**config.mk**
```make
export PLATFORM = sky130hd
export DESIGN_NAME = vectored_interrupt_controller_core_flat
export DESIGN_NICKNAME = d
export VERILOG_FILES = /design/src/design/vic_pkg.sv /design/src/design/vic_if.sv /design/src/design/vectored_interrupt_controller_core.sv /design/src/flat_wrapper.sv
export SDC_FILE = /design/constraint.sdc
export NUM_CORES = 2
export LEC_CHECK = 0
export BUFFER_PORTS_ARGS = -buffer_cell sky130_fd_sc_hd__buf_4
export CELL_PAD_IN_SITES_DETAIL_PLACEMENT = 2
export CELL_PAD_IN_SITES_GLOBAL_PLACEMENT = 2
export CORE_UTILIZATION = 38
export CTS_CLUSTER_DIAMETER = 120
export DETAILED_ROUTE_END_ITERATION = 10
export MAX_ROUTING_LAYER = met4
export PLACE_DENSITY = 0.75
export SETUP_SLACK_MARGIN = 0.5
export SLEW_MARGIN = 10
export SYNTH_ARGS = -nofsm -noshare
export SYNTH_HDL_FRONTEND = slang
export SYNTH_SLANG_ARGS = --single-unit
```
**constraint.sdc**
```tcl
create_clock -name clk -period 18.9 [get_ports clk]
set_input_delay 3.78 -clock clk [delete_from_list [all_inputs] [get_ports clk]]
set_output_delay 3.78 -clock clk [all_outputs]
set_load 0.03 [all_outputs]
```
**src/design/vic_pkg.sv**
```systemverilog
package vic_pkg;

  localparam int unsigned MODE_W = 2;
  localparam int unsigned OFS_W  = 10;
  localparam int unsigned DATA_W = 32;
  localparam int unsigned LINE_W = 5;
  localparam int unsigned CTRL_W = 6;

  localparam int unsigned NUM_SOURCES_DEF = 32;
  localparam int unsigned NUM_SLOTS_DEF   = 16;

  localparam logic [MODE_W-1:0] MODE_READ  = 2'd0;
  localparam logic [MODE_W-1:0] MODE_WRITE = 2'd1;
  localparam logic [MODE_W-1:0] MODE_LINE  = 2'd2;

  // word offsets
  localparam logic [OFS_W-1:0] OFS_IRQ_STATUS = 10'h000;
  localparam logic [OFS_W-1:0] OFS_FIQ_STATUS = 10'h001;
  localparam logic [OFS_W-1:0] OFS_RAW_STATUS = 10'h002;
  localparam logic [OFS_W-1:0] OFS_SELECT     = 10'h003;
  localparam logic [OFS_W-1:0] OFS_ENABLE     = 10'h004;
  localparam logic [OFS_W-1:0] OFS_ENABLE_CLR = 10'h005;
  localparam logic [OFS_W-1:0] OFS_SOFT       = 10'h006;
  localparam logic [OFS_W-1:0] OFS_SOFT_CLR   = 10'h007;
  localparam logic [OFS_W-1:0] OFS_CUR_VECTOR = 10'h00C;
  localparam logic [OFS_W-1:0] OFS_DEF_VECTOR = 10'h00D;
  localparam logic [OFS_W-1:0] OFS_VADDR_BASE = 10'h040;
  localparam logic [OFS_W-1:0] OFS_VCTRL_BASE = 10'h080;

  localparam int unsigned CTRL_EN_BIT = 5;

endpackage

```
**src/design/vic_if.sv**
```systemverilog
interface vic_req_if;
  logic                          valid;
  logic                          ready;
  logic [vic_pkg::MODE_W-1:0]    mode;
  logic [vic_pkg::OFS_W-1:0]     word_offset;
  logic [vic_pkg::DATA_W-1:0]    write_data;
  logic [vic_pkg::LINE_W-1:0]    line_index;
  logic                          line_level;

  modport source (output valid, mode, word_offset, write_data, line_index, line_level,
                  input ready);
  modport sink   (input valid, mode, word_offset, write_data, line_index, line_level,
                  output ready);
endinterface

interface vic_rsp_if;
  logic                       valid;
  logic                       ready;
  logic [vic_pkg::DATA_W-1:0] read_data;
  logic                       irq_request;
  logic                       fiq_request;

  modport source (output valid, read_data, irq_request, fiq_request, input ready);
  modport sink   (input valid, read_data, irq_request, fiq_request, output ready);
endinterface

```
**src/design/vectored_interrupt_controller_core.sv**
```systemverilog
// Vectored interrupt controller: each request (bus read, bus write or line level change)
// is taken into an input register; once the result register is free, its register update,
// the lowest-slot-first vector priority search and the irq/fiq summary are done in one
// pass and captured in the result register, and one request per cycle is sustained as
// long as results are taken.
module vectored_interrupt_controller_core #(
  parameter int unsigned NUM_SOURCES = vic_pkg::NUM_SOURCES_DEF,
  parameter int unsigned NUM_SLOTS   = vic_pkg::NUM_SLOTS_DEF
) (
  input  logic             clk,
  input  logic             rst,
  vic_req_if.sink          req,
  vic_rsp_if.source        rsp
);

  localparam int unsigned SLOT_W = (NUM_SLOTS > 1) ? $clog2(NUM_SLOTS) : 1;
  localparam int unsigned DW     = vic_pkg::DATA_W;
  localparam int unsigned CW     = vic_pkg::CTRL_W;
  localparam int unsigned LW     = vic_pkg::LINE_W;

  typedef struct packed {
    logic [vic_pkg::MODE_W-1:0] mode;
    logic [vic_pkg::OFS_W-1:0]  word_offset;
    logic [DW-1:0]              write_data;
    logic [LW-1:0]              line_index;
    logic                       line_level;
  } req_t;

  // input stage
  logic s1_valid;
  req_t s1;
  logic adv;

  // state
  logic [NUM_SOURCES-1:0] line_levels, soft_pending, enable_mask, fiq_select;
  logic [DW-1:0]          current_vector, default_vector;
  logic [DW-1:0]          vaddr [NUM_SLOTS];
  logic [CW-1:0]          vctrl [NUM_SLOTS];
  logic [LW-1:0]          active_source;
  logic                   vector_active;

  logic [NUM_SOURCES-1:0] line_levels_next, soft_pending_next;
  logic [NUM_SOURCES-1:0] enable_mask_next, fiq_select_next;
  logic [DW-1:0]          current_vector_next, default_vector_next;
  logic [DW-1:0]          vaddr_next [NUM_SLOTS];
  logic [CW-1:0]          vctrl_next [NUM_SLOTS];
  logic [LW-1:0]          active_source_next;
  logic                   vector_active_next;

  logic                   is_rd, is_wr, is_line;
  logic                   vaddr_hit, vctrl_hit;
  logic [SLOT_W-1:0]      slot_idx;
  logic [NUM_SOURCES-1:0] wsrc, line_bit, eoi_bit;
  logic [NUM_SOURCES-1:0] raw_next, irqs_next, fiqs_next, raw_cur;
  logic [DW-1:0]          irq32;
  logic [NUM_SLOTS-1:0]   hit, win;
  logic                   any_hit;
  logic [DW-1:0]          win_addr;
  logic [LW-1:0]          win_src;
  logic [DW-1:0]          rd_data;

  // output register
  logic          rsp_valid;
  logic [DW-1:0] rsp_data;
  logic          rsp_irq, rsp_fiq;

  assign adv       = s1_valid && (!rsp_valid || rsp.ready);
  assign req.ready = !s1_valid || adv;

  assign rsp.valid       = rsp_valid;
  assign rsp.read_data   = rsp_data;
  assign rsp.irq_request = rsp_irq;
  assign rsp.fiq_request = rsp_fiq;

  assign is_rd   = (s1.mode == vic_pkg::MODE_READ);
  assign is_wr   = (s1.mode == vic_pkg::MODE_WRITE);
  assign is_line = (s1.mode == vic_pkg::MODE_LINE);

  assign slot_idx  = s1.word_offset[SLOT_W-1:0];
  assign vaddr_hit = (s1.word_offset[9:6] == vic_pkg::OFS_VADDR_BASE[9:6])
                     && (s1.word_offset[5:0] < 6'(NUM_SLOTS));
  assign vctrl_hit = (s1.word_offset[9:6] == vic_pkg::OFS_VCTRL_BASE[9:6])
                     && (s1.word_offset[5:0] < 6'(NUM_SLOTS));

  assign wsrc = s1.write_data[NUM_SOURCES-1:0];

  always_comb begin
    for (int i = 0; i < NUM_SOURCES; i++) begin
      line_bit[i] = (s1.line_index == LW'(i));
      eoi_bit[i]  = (active_source == LW'(i));
    end
  end

  // register update for the item in the input stage
  always_comb begin
    line_levels_next    = line_levels;
    soft_pending_next   = soft_pending;
    enable_mask_next    = enable_mask;
    fiq_select_next     = fiq_select;
    default_vector_next = default_vector;
    vector_active_next  = vector_active;
    for (int k = 0; k < NUM_SLOTS; k++) begin
      vaddr_next[k] = vaddr[k];
      vctrl_next[k] = vctrl[k];
    end
    if (is_line) begin
      if (s1.line_level) begin
        line_levels_next = line_levels | line_bit;
      end else begin
        line_levels_next = line_levels & ~line_bit;
      end
    end
    if (is_wr) begin
      case (s1.word_offset)
        vic_pkg::OFS_SELECT:     fiq_select_next = wsrc;
        vic_pkg::OFS_ENABLE:     enable_mask_next = enable_mask | wsrc;
        vic_pkg::OFS_ENABLE_CLR: enable_mask_next = enable_mask & ~wsrc;
        vic_pkg::OFS_SOFT:       soft_pending_next = soft_pending | wsrc;
        vic_pkg::OFS_SOFT_CLR:   soft_pending_next = soft_pending & ~wsrc;
        vic_pkg::OFS_CUR_VECTOR: begin
          // end of interrupt
          if (vector_active) begin
            enable_mask_next   = enable_mask & ~eoi_bit;
            vector_active_next = 1'b0;
          end
        end
        vic_pkg::OFS_DEF_VECTOR: default_vector_next = s1.write_data;
        default: begin
          if (vaddr_hit) begin
            vaddr_next[slot_idx] = s1.write_data;
          end else if (vctrl_hit) begin
            vctrl_next[slot_idx] = s1.write_data[CW-1:0];
          end
        end
      endcase
    end
  end

  assign raw_next  = soft_pending_next | line_levels_next;
  assign irqs_next = raw_next & enable_mask_next & ~fiq_select_next;
  assign fiqs_next = raw_next & enable_mask_next & fiq_select_next;
  assign irq32     = DW'(irqs_next);

  // lowest enabled slot with a pending irq wins
  always_comb begin
    for (int k = 0; k < NUM_SLOTS; k++) begin
      hit[k] = vctrl_next[k][vic_pkg::CTRL_EN_BIT] && irq32[vctrl_next[k][LW-1:0]];
    end
  end

  assign win     = hit & (~hit + (NUM_SLOTS)'(1));
  assign any_hit = |hit;

  always_comb begin
    win_addr = '0;
    win_src  = '0;
    for (int k = 0; k < NUM_SLOTS; k++) begin
      win_addr = win_addr | (win[k] ? vaddr_next[k] : '0);
      win_src  = win_src  | (win[k] ? vctrl_next[k][LW-1:0] : '0);
    end
  end

  always_comb begin
    current_vector_next = current_vector;
    active_source_next  = active_source;
    if (any_hit) begin
      current_vector_next = win_addr;
      active_source_next  = win_src;
    end
  end

  // read data comes from the state before the item
  assign raw_cur = soft_pending | line_levels;

  always_comb begin
    rd_data = '0;
    if (is_rd) begin
      case (s1.word_offset)
        vic_pkg::OFS_IRQ_STATUS: rd_data = DW'(raw_cur & enable_mask & ~fiq_select);
        vic_pkg::OFS_FIQ_STATUS: rd_data = DW'(raw_cur & enable_mask & fiq_select);
        vic_pkg::OFS_RAW_STATUS: rd_data = DW'(raw_cur);
        vic_pkg::OFS_SELECT:     rd_data = DW'(fiq_select);
        vic_pkg::OFS_ENABLE:     rd_data = DW'(enable_mask);
        vic_pkg::OFS_SOFT:       rd_data = DW'(soft_pending);
        vic_pkg::OFS_CUR_VECTOR: rd_data = current_vector;
        vic_pkg::OFS_DEF_VECTOR: rd_data = default_vector;
        default: begin
          if (vaddr_hit) begin
            rd_data = vaddr[slot_idx];
          end else if (vctrl_hit) begin
            rd_data = DW'(vctrl[slot_idx]);
          end
        end
      endcase
    end
  end

  always_ff @(posedge clk) begin
    if (rst) begin
      s1_valid <= 1'b0;
    end else if (req.valid && req.ready) begin
      s1_valid <= 1'b1;
    end else if (adv) begin
      s1_valid <= 1'b0;
    end
  end

  always_ff @(posedge clk) begin
    if (req.valid && req.ready) begin
      s1.mode        <= req.mode;
      s1.word_offset <= req.word_offset;
      s1.write_data  <= req.write_data;
      s1.line_index  <= req.line_index;
      s1.line_level  <= req.line_level;
    end
  end

  always_ff @(posedge clk) begin
    if (rst) begin
      line_levels    <= '0;
      soft_pending   <= '0;
      enable_mask    <= '0;
      fiq_select     <= '0;
      current_vector <= '0;
      default_vector <= '0;
      active_source  <= '0;
      vector_active  <= 1'b0;
      for (int k = 0; k < NUM_SLOTS; k++) begin
        vaddr[k] <= '0;
        vctrl[k] <= '0;
      end
    end else if (adv) begin
      line_levels    <= line_levels_next;
      soft_pending   <= soft_pending_next;
      enable_mask    <= enable_mask_next;
      fiq_select     <= fiq_select_next;
      current_vector <= current_vector_next;
      default_vector <= default_vector_next;
      active_source  <= active_source_next;
      vector_active  <= any_hit ? 1'b1 : vector_active_next;
      for (int k = 0; k < NUM_SLOTS; k++) begin
        vaddr[k] <= vaddr_next[k];
        vctrl[k] <= vctrl_next[k];
      end
    end
  end

  always_ff @(posedge clk) begin
    if (rst) begin
      rsp_valid <= 1'b0;
    end else if (adv) begin
      rsp_valid <= 1'b1;
    end else if (rsp.ready) begin
      rsp_valid <= 1'b0;
    end
  end

  always_ff @(posedge clk) begin
    if (adv) begin
      rsp_data <= rd_data;
      rsp_irq  <= |irqs_next;
      rsp_fiq  <= |fiqs_next;
    end
  end

  // a stalled input only happens behind a stalled full result register
  assert property (@(posedge clk) disable iff (rst)
    !req.ready |-> (s1_valid && rsp_valid && !rsp.ready))
    else $error("input stalled without output backpressure");

  // a vector becomes active only through a slot match
  assert property (@(posedge clk) disable iff (rst)
    ($rose(vector_active) && !$past(rst)) |-> $past(adv && any_hit))
    else $error("vector activated without a match");

  // a vector is retired only by an end-of-interrupt write
  assert property (@(posedge clk) disable iff (rst)
    ($fell(vector_active) && !$past(rst)) |->
      $past(adv && is_wr && (s1.word_offset == vic_pkg::OFS_CUR_VECTOR)))
    else $error("vector retired without end of interrupt");

  // the current vector only moves on a match, which leaves a vector active
  assert property (@(posedge clk) disable iff (rst)
    (!$stable(current_vector) && !$past(rst)) |-> vector_active)
    else $error("current vector changed without an active vector");

endmodule
```
**src/flat_wrapper.sv**
```systemverilog
// flat-port wrapper written by rule: the top's interface ports become plain ports
module vectored_interrupt_controller_core_flat 
#(
  parameter int unsigned NUM_SOURCES = vic_pkg::NUM_SOURCES_DEF,
  parameter int unsigned NUM_SLOTS   = vic_pkg::NUM_SLOTS_DEF
)
  (clk, rst, req_valid, req_mode, req_word_offset, req_write_data, req_line_index, req_line_level, req_ready, rsp_valid, rsp_read_data, rsp_irq_request, rsp_fiq_request, rsp_ready);
  vic_req_if req_i ();
  vic_rsp_if rsp_i ();
  input  logic clk;
  input  logic rst;
  input wire logic [$bits(req_i.valid)-1:0] req_valid;
  input wire logic [$bits(req_i.mode)-1:0] req_mode;
  input wire logic [$bits(req_i.word_offset)-1:0] req_word_offset;
  input wire logic [$bits(req_i.write_data)-1:0] req_write_data;
  input wire logic [$bits(req_i.line_index)-1:0] req_line_index;
  input wire logic [$bits(req_i.line_level)-1:0] req_line_level;
  output wire logic [$bits(req_i.ready)-1:0] req_ready;
  output wire logic [$bits(rsp_i.valid)-1:0] rsp_valid;
  output wire logic [$bits(rsp_i.read_data)-1:0] rsp_read_data;
  output wire logic [$bits(rsp_i.irq_request)-1:0] rsp_irq_request;
  output wire logic [$bits(rsp_i.fiq_request)-1:0] rsp_fiq_request;
  input wire logic [$bits(rsp_i.ready)-1:0] rsp_ready;
  assign req_i.valid = req_valid;
  assign req_i.mode = req_mode;
  assign req_i.word_offset = req_word_offset;
  assign req_i.write_data = req_write_data;
  assign req_i.line_index = req_line_index;
  assign req_i.line_level = req_line_level;
  assign req_ready = req_i.ready;
  assign rsp_valid = rsp_i.valid;
  assign rsp_read_data = rsp_i.read_data;
  assign rsp_irq_request = rsp_i.irq_request;
  assign rsp_fiq_request = rsp_i.fiq_request;
  assign rsp_i.ready = rsp_ready;
  vectored_interrupt_controller_core #(.NUM_SOURCES(NUM_SOURCES), .NUM_SLOTS(NUM_SLOTS)) u_core (.clk(clk), .rst(rst), .req(req_i), .rsp(rsp_i));
endmodule
```
==> results.cfg <==
[outcome]
run_status = finished with violations
violations = max-capacitance violations, max-slew violations

[clocking]
cts_setup_buffers = 0
clock_latency_ns = 0.78
cts_tree = done
path_clk_slew_ns = 0.06
cts_htree_levels = 3
hold_buffers = 0
cts_resized = 0
clock_path_buffers = 3
cts_sinks = 896
cts_buffers = 109
cts_root_buffer = clkbuf_16

[yosys]
synth_area_leaders = edfxtp_1 (35%), mux2i_1 (11%), mux4_2 (7.3%)
synth_area_leader_cell = edfxtp_1
synthMuxAreaShare_pct = 19.9
async_reset_ff_share_pct = 0
synth_compound_area_share_pct = 16.5
syn_area_um2 = 58800
synth_ff_type = edfxtp_1
synth_edf_count = 692
synthAdderAreaFrac_pct = 0
synth-simple-area-share_pct = 16.6
synth_top_family_by_area = multiplexers
syn_avg_cell_area_um2 = 9.88
ys_ff_latch = 896
syn-num-nets = 6001
synth.distinct_cells = 94
synth_top_area_share_pct = 35.4
synth_warnings = 0
netlist_instances = 5947
synth_xor_area_share_pct = 0.492
yosysSeqAreaShare_pct = 42.3

[flow_run]
drv_cap = 1

[timing]
skew_ns = 0.0651
worst_slew_pin_slew_ns = 1.65
fmaxAchievable_ghz = 0.113
slew_headroom_pct = -10.9
period_share_pct = 46.8
grt_setup_unrepaired = no
period_needed_ns = 8.85
tns_ns = 0
finalSetupViolations = 0
final_hold_viol_count = 0
report.final.slew_viol_count = 4

[critical_path]
critPathLaunchType = flip-flop
r2r_cells = 18
critPathCaptureType = flip-flop
cp.arrival_ns = 9.51
crit_start = u_core.s1[44]
r2r_slack_ns = 10.05
cp_max_fo = 74
r2r-end = u_core.current_vector[28]
crit_required_ns = 19.56
regToRegStartpoint = u_core.s1[44]
critical_path_class = reg -> reg

[global_routing]
antenna_found_initial = 42
track_usage_pct = 41.4
grt_max_degree = 178
grt_pass1_vias = 57900
gr-total-overflow = 0
grt_pass1_wl_mm = 452

[placed_design]
routabilityCongestion = 1.00
dp.cells = 7676
hpwl_mm = 209
numPortBuffers = 89

[worst_hold_path]
min_delay_path_depth = 2
hold_class = reg -> reg
min_to = u_core.default_vector[31]
min_from = u_core.default_vector[31]

[pwr]
leakage_uw = 0.0234
p_per_area_nw_per_um2 = 86.4
peakVddDrop_v = 0.0000850

[route]
drt_iter0_drc = 7864
wirelength_mm = 324
route.detailed.drc = 0
drt_pass1_iterations = 6
vias_per_cell = 7.22
drt-wirelength-per-cell_um = 40.9
vias = 57100
ant_nets = 0

[die]
core_area_um2 = 153000
num_rows = 143
fp.dieArea_um2 = 156000
design.portCount = 90
die_h_um = 395
initial_core_util_pct = 38.5
die_w_um = 395

[finish]
fill_cells = 16200
area_delta_synth_final_pct = 11.4
stdcell_count = 7911
drive_above_1_share_pct = 14.4
nets = 5811
[registers in the layout, indices dropped and copies added, names as in the netlist, named ones only]
name                    cells
u_core.vctrl               96
u_core.rsp.read_data       32
u_core.line_levels         32
u_core.vector_active        1
u_core.rsp.irq_request      1
u_core.soft_pending        32
u_core.fiq_select          32
u_core.rsp.valid            1
u_core.default_vector      32
u_core.wsrc                32
u_core.current_vector      32
u_core.active_source        5
u_core.rsp.fiq_request      1
u_core.vaddr              512
u_core.s1_valid             1
u_core.s1                  18
u_core.enable_mask         32
[synthesized netlist by cell type, drive strengths merged (77+ instances only)]
library cell	count
nor2	928
edfxtp	692
mux2i	667
clkbuf	474
nand2	436
a21oi	260
dfxtp	204
mux4	190
o21ai	166
nor3	139
buf	135
nand3	116
a31oi	110
a211oi	95
nand4	87
nand2b	85
a22oi	83
nor4	77
[cell type report]
class,count,area (um2),share of cell area [%]
Clock buffer,157,3060,4.67
Tap cell,2030,2540,3.88
Multi-Input combinational cell,4423,31800,48.6
Timing Repair Buffer,308,2370,3.62
Antenna cell,28,70.1,0.107
Clock inverter,50,682,1.04
Sequential cell,896,24900,38.0
Inverter,19,73.8,0.113
[kinds of logic after synthesis]
group           count (synthesis)
simple gates                 2096
compound gates               1375
mux                           919
flops                         896
buf+inv                       628
xor+xnor                       33
[how the worst max path moves through the flow]
stage                                      to
finish              u_core.current_vector[28]
global route        u_core.current_vector[17]
CTS                 u_core.current_vector[25]
detailed placement  u_core.current_vector[29]
global placement    u_core.current_vector[24]
floorplan                  u_core.vaddr[0][0]
[through the flow]
step | util, % | power [uW] | instance area, um2 | hold WS (ns) | worst slack (ns)
2_1_floorplan | - | 2940 | 58800 | 0.436 | 6.31
3_3_place_gp | 40.4 | 3340 | 61700 | 0.441 | 10.65
3_5_place_dp | 40.4 | 3370 | 61700 | 0.454 | 10.35
4_1_cts | 42.8 | 5610 | 65400 | 0.463 | 10.34
5_1_grt | 42.9 | 5750 | 65500 | 0.486 | 9.97
6_report | 42.9 | 5660 | 65500 | 0.465 | 10.05
[report_power, final]
group / internal, uW / switching (uW)
logic: 299 / 709
registers: 2260 / 129
clock network: 1290 / 974
total: 3850 / 1810
[cell usage in the layout (no fill, tap or decap), drive strengths merged, types with 19 or more instances in the layout]
| cell | Yosys | routed |
|---|---|---|
| a211oi | 95 | 95 |
| a21oi | 260 | 260 |
| a221oi | 37 | 37 |
| a22oi | 83 | 83 |
| a2bb2oi | 34 | 34 |
| a311oi | 62 | 62 |
| a31oi | 110 | 110 |
| a41oi | 66 | 66 |
| and2 | 19 | 19 |
| buf | 135 | 308 |
| clkbuf | 474 | 157 |
| clkinv | 2 | 32 |
| dfxtp | 204 | 204 |
| diode | 0 | 28 |
| edfxtp | 692 | 692 |
| inv | 17 | 23 |
| mux2 | 62 | 62 |
| mux2i | 667 | 667 |
| mux4 | 190 | 190 |
| nand2 | 436 | 436 |
| nand2b | 85 | 85 |
| nand3 | 116 | 116 |
| nand4 | 87 | 87 |
| nand4b | 34 | 34 |
| nor2 | 928 | 928 |
| nor2b | 62 | 62 |
| nor3 | 139 | 139 |
| nor4 | 77 | 77 |
| nor4b | 35 | 35 |
| o2111ai | 25 | 25 |
| o211ai | 72 | 72 |
| o21a | 32 | 32 |
| o21ai | 166 | 166 |
| o221a | 22 | 22 |
| o221ai | 31 | 31 |
| o22ai | 68 | 68 |
| o2bb2ai | 24 | 24 |
| o311ai | 29 | 29 |
| o31ai | 46 | 46 |
| xnor2 | 33 | 33 |
[worst max-delay path, stage by stage (launching register included)]
cell and delay, ns:
edfxtp_1 0.68, nor4b_2 0.63, buf_4 0.75, nand3_2 0.12
buf_4 0.37, mux2i_1 0.55, nand3_1 0.99, mux2_2 0.65
a311oi_1 0.43, a22oi_2 0.13, buf_4 0.28, buf_4 0.33
nand3_1 0.57, nor4_4 0.11, buf_4 0.40, a31oi_4 0.23
buf_4 0.84, nor2_1 0.14, a311oi_1 0.35
[metal layers]
metal / up-vias / track usage [%] / part of all wire (%)
li1: 22600 / - / -
met1: 29800 / 52.5 / 39
met2: 3805 / 60.4 / 44
met3: 991 / 10.7 / 11
met4: 0 / 22.0 / 6.1
met5: - / - / 0
No activity file was read; power rests on OpenSTA's default activity.
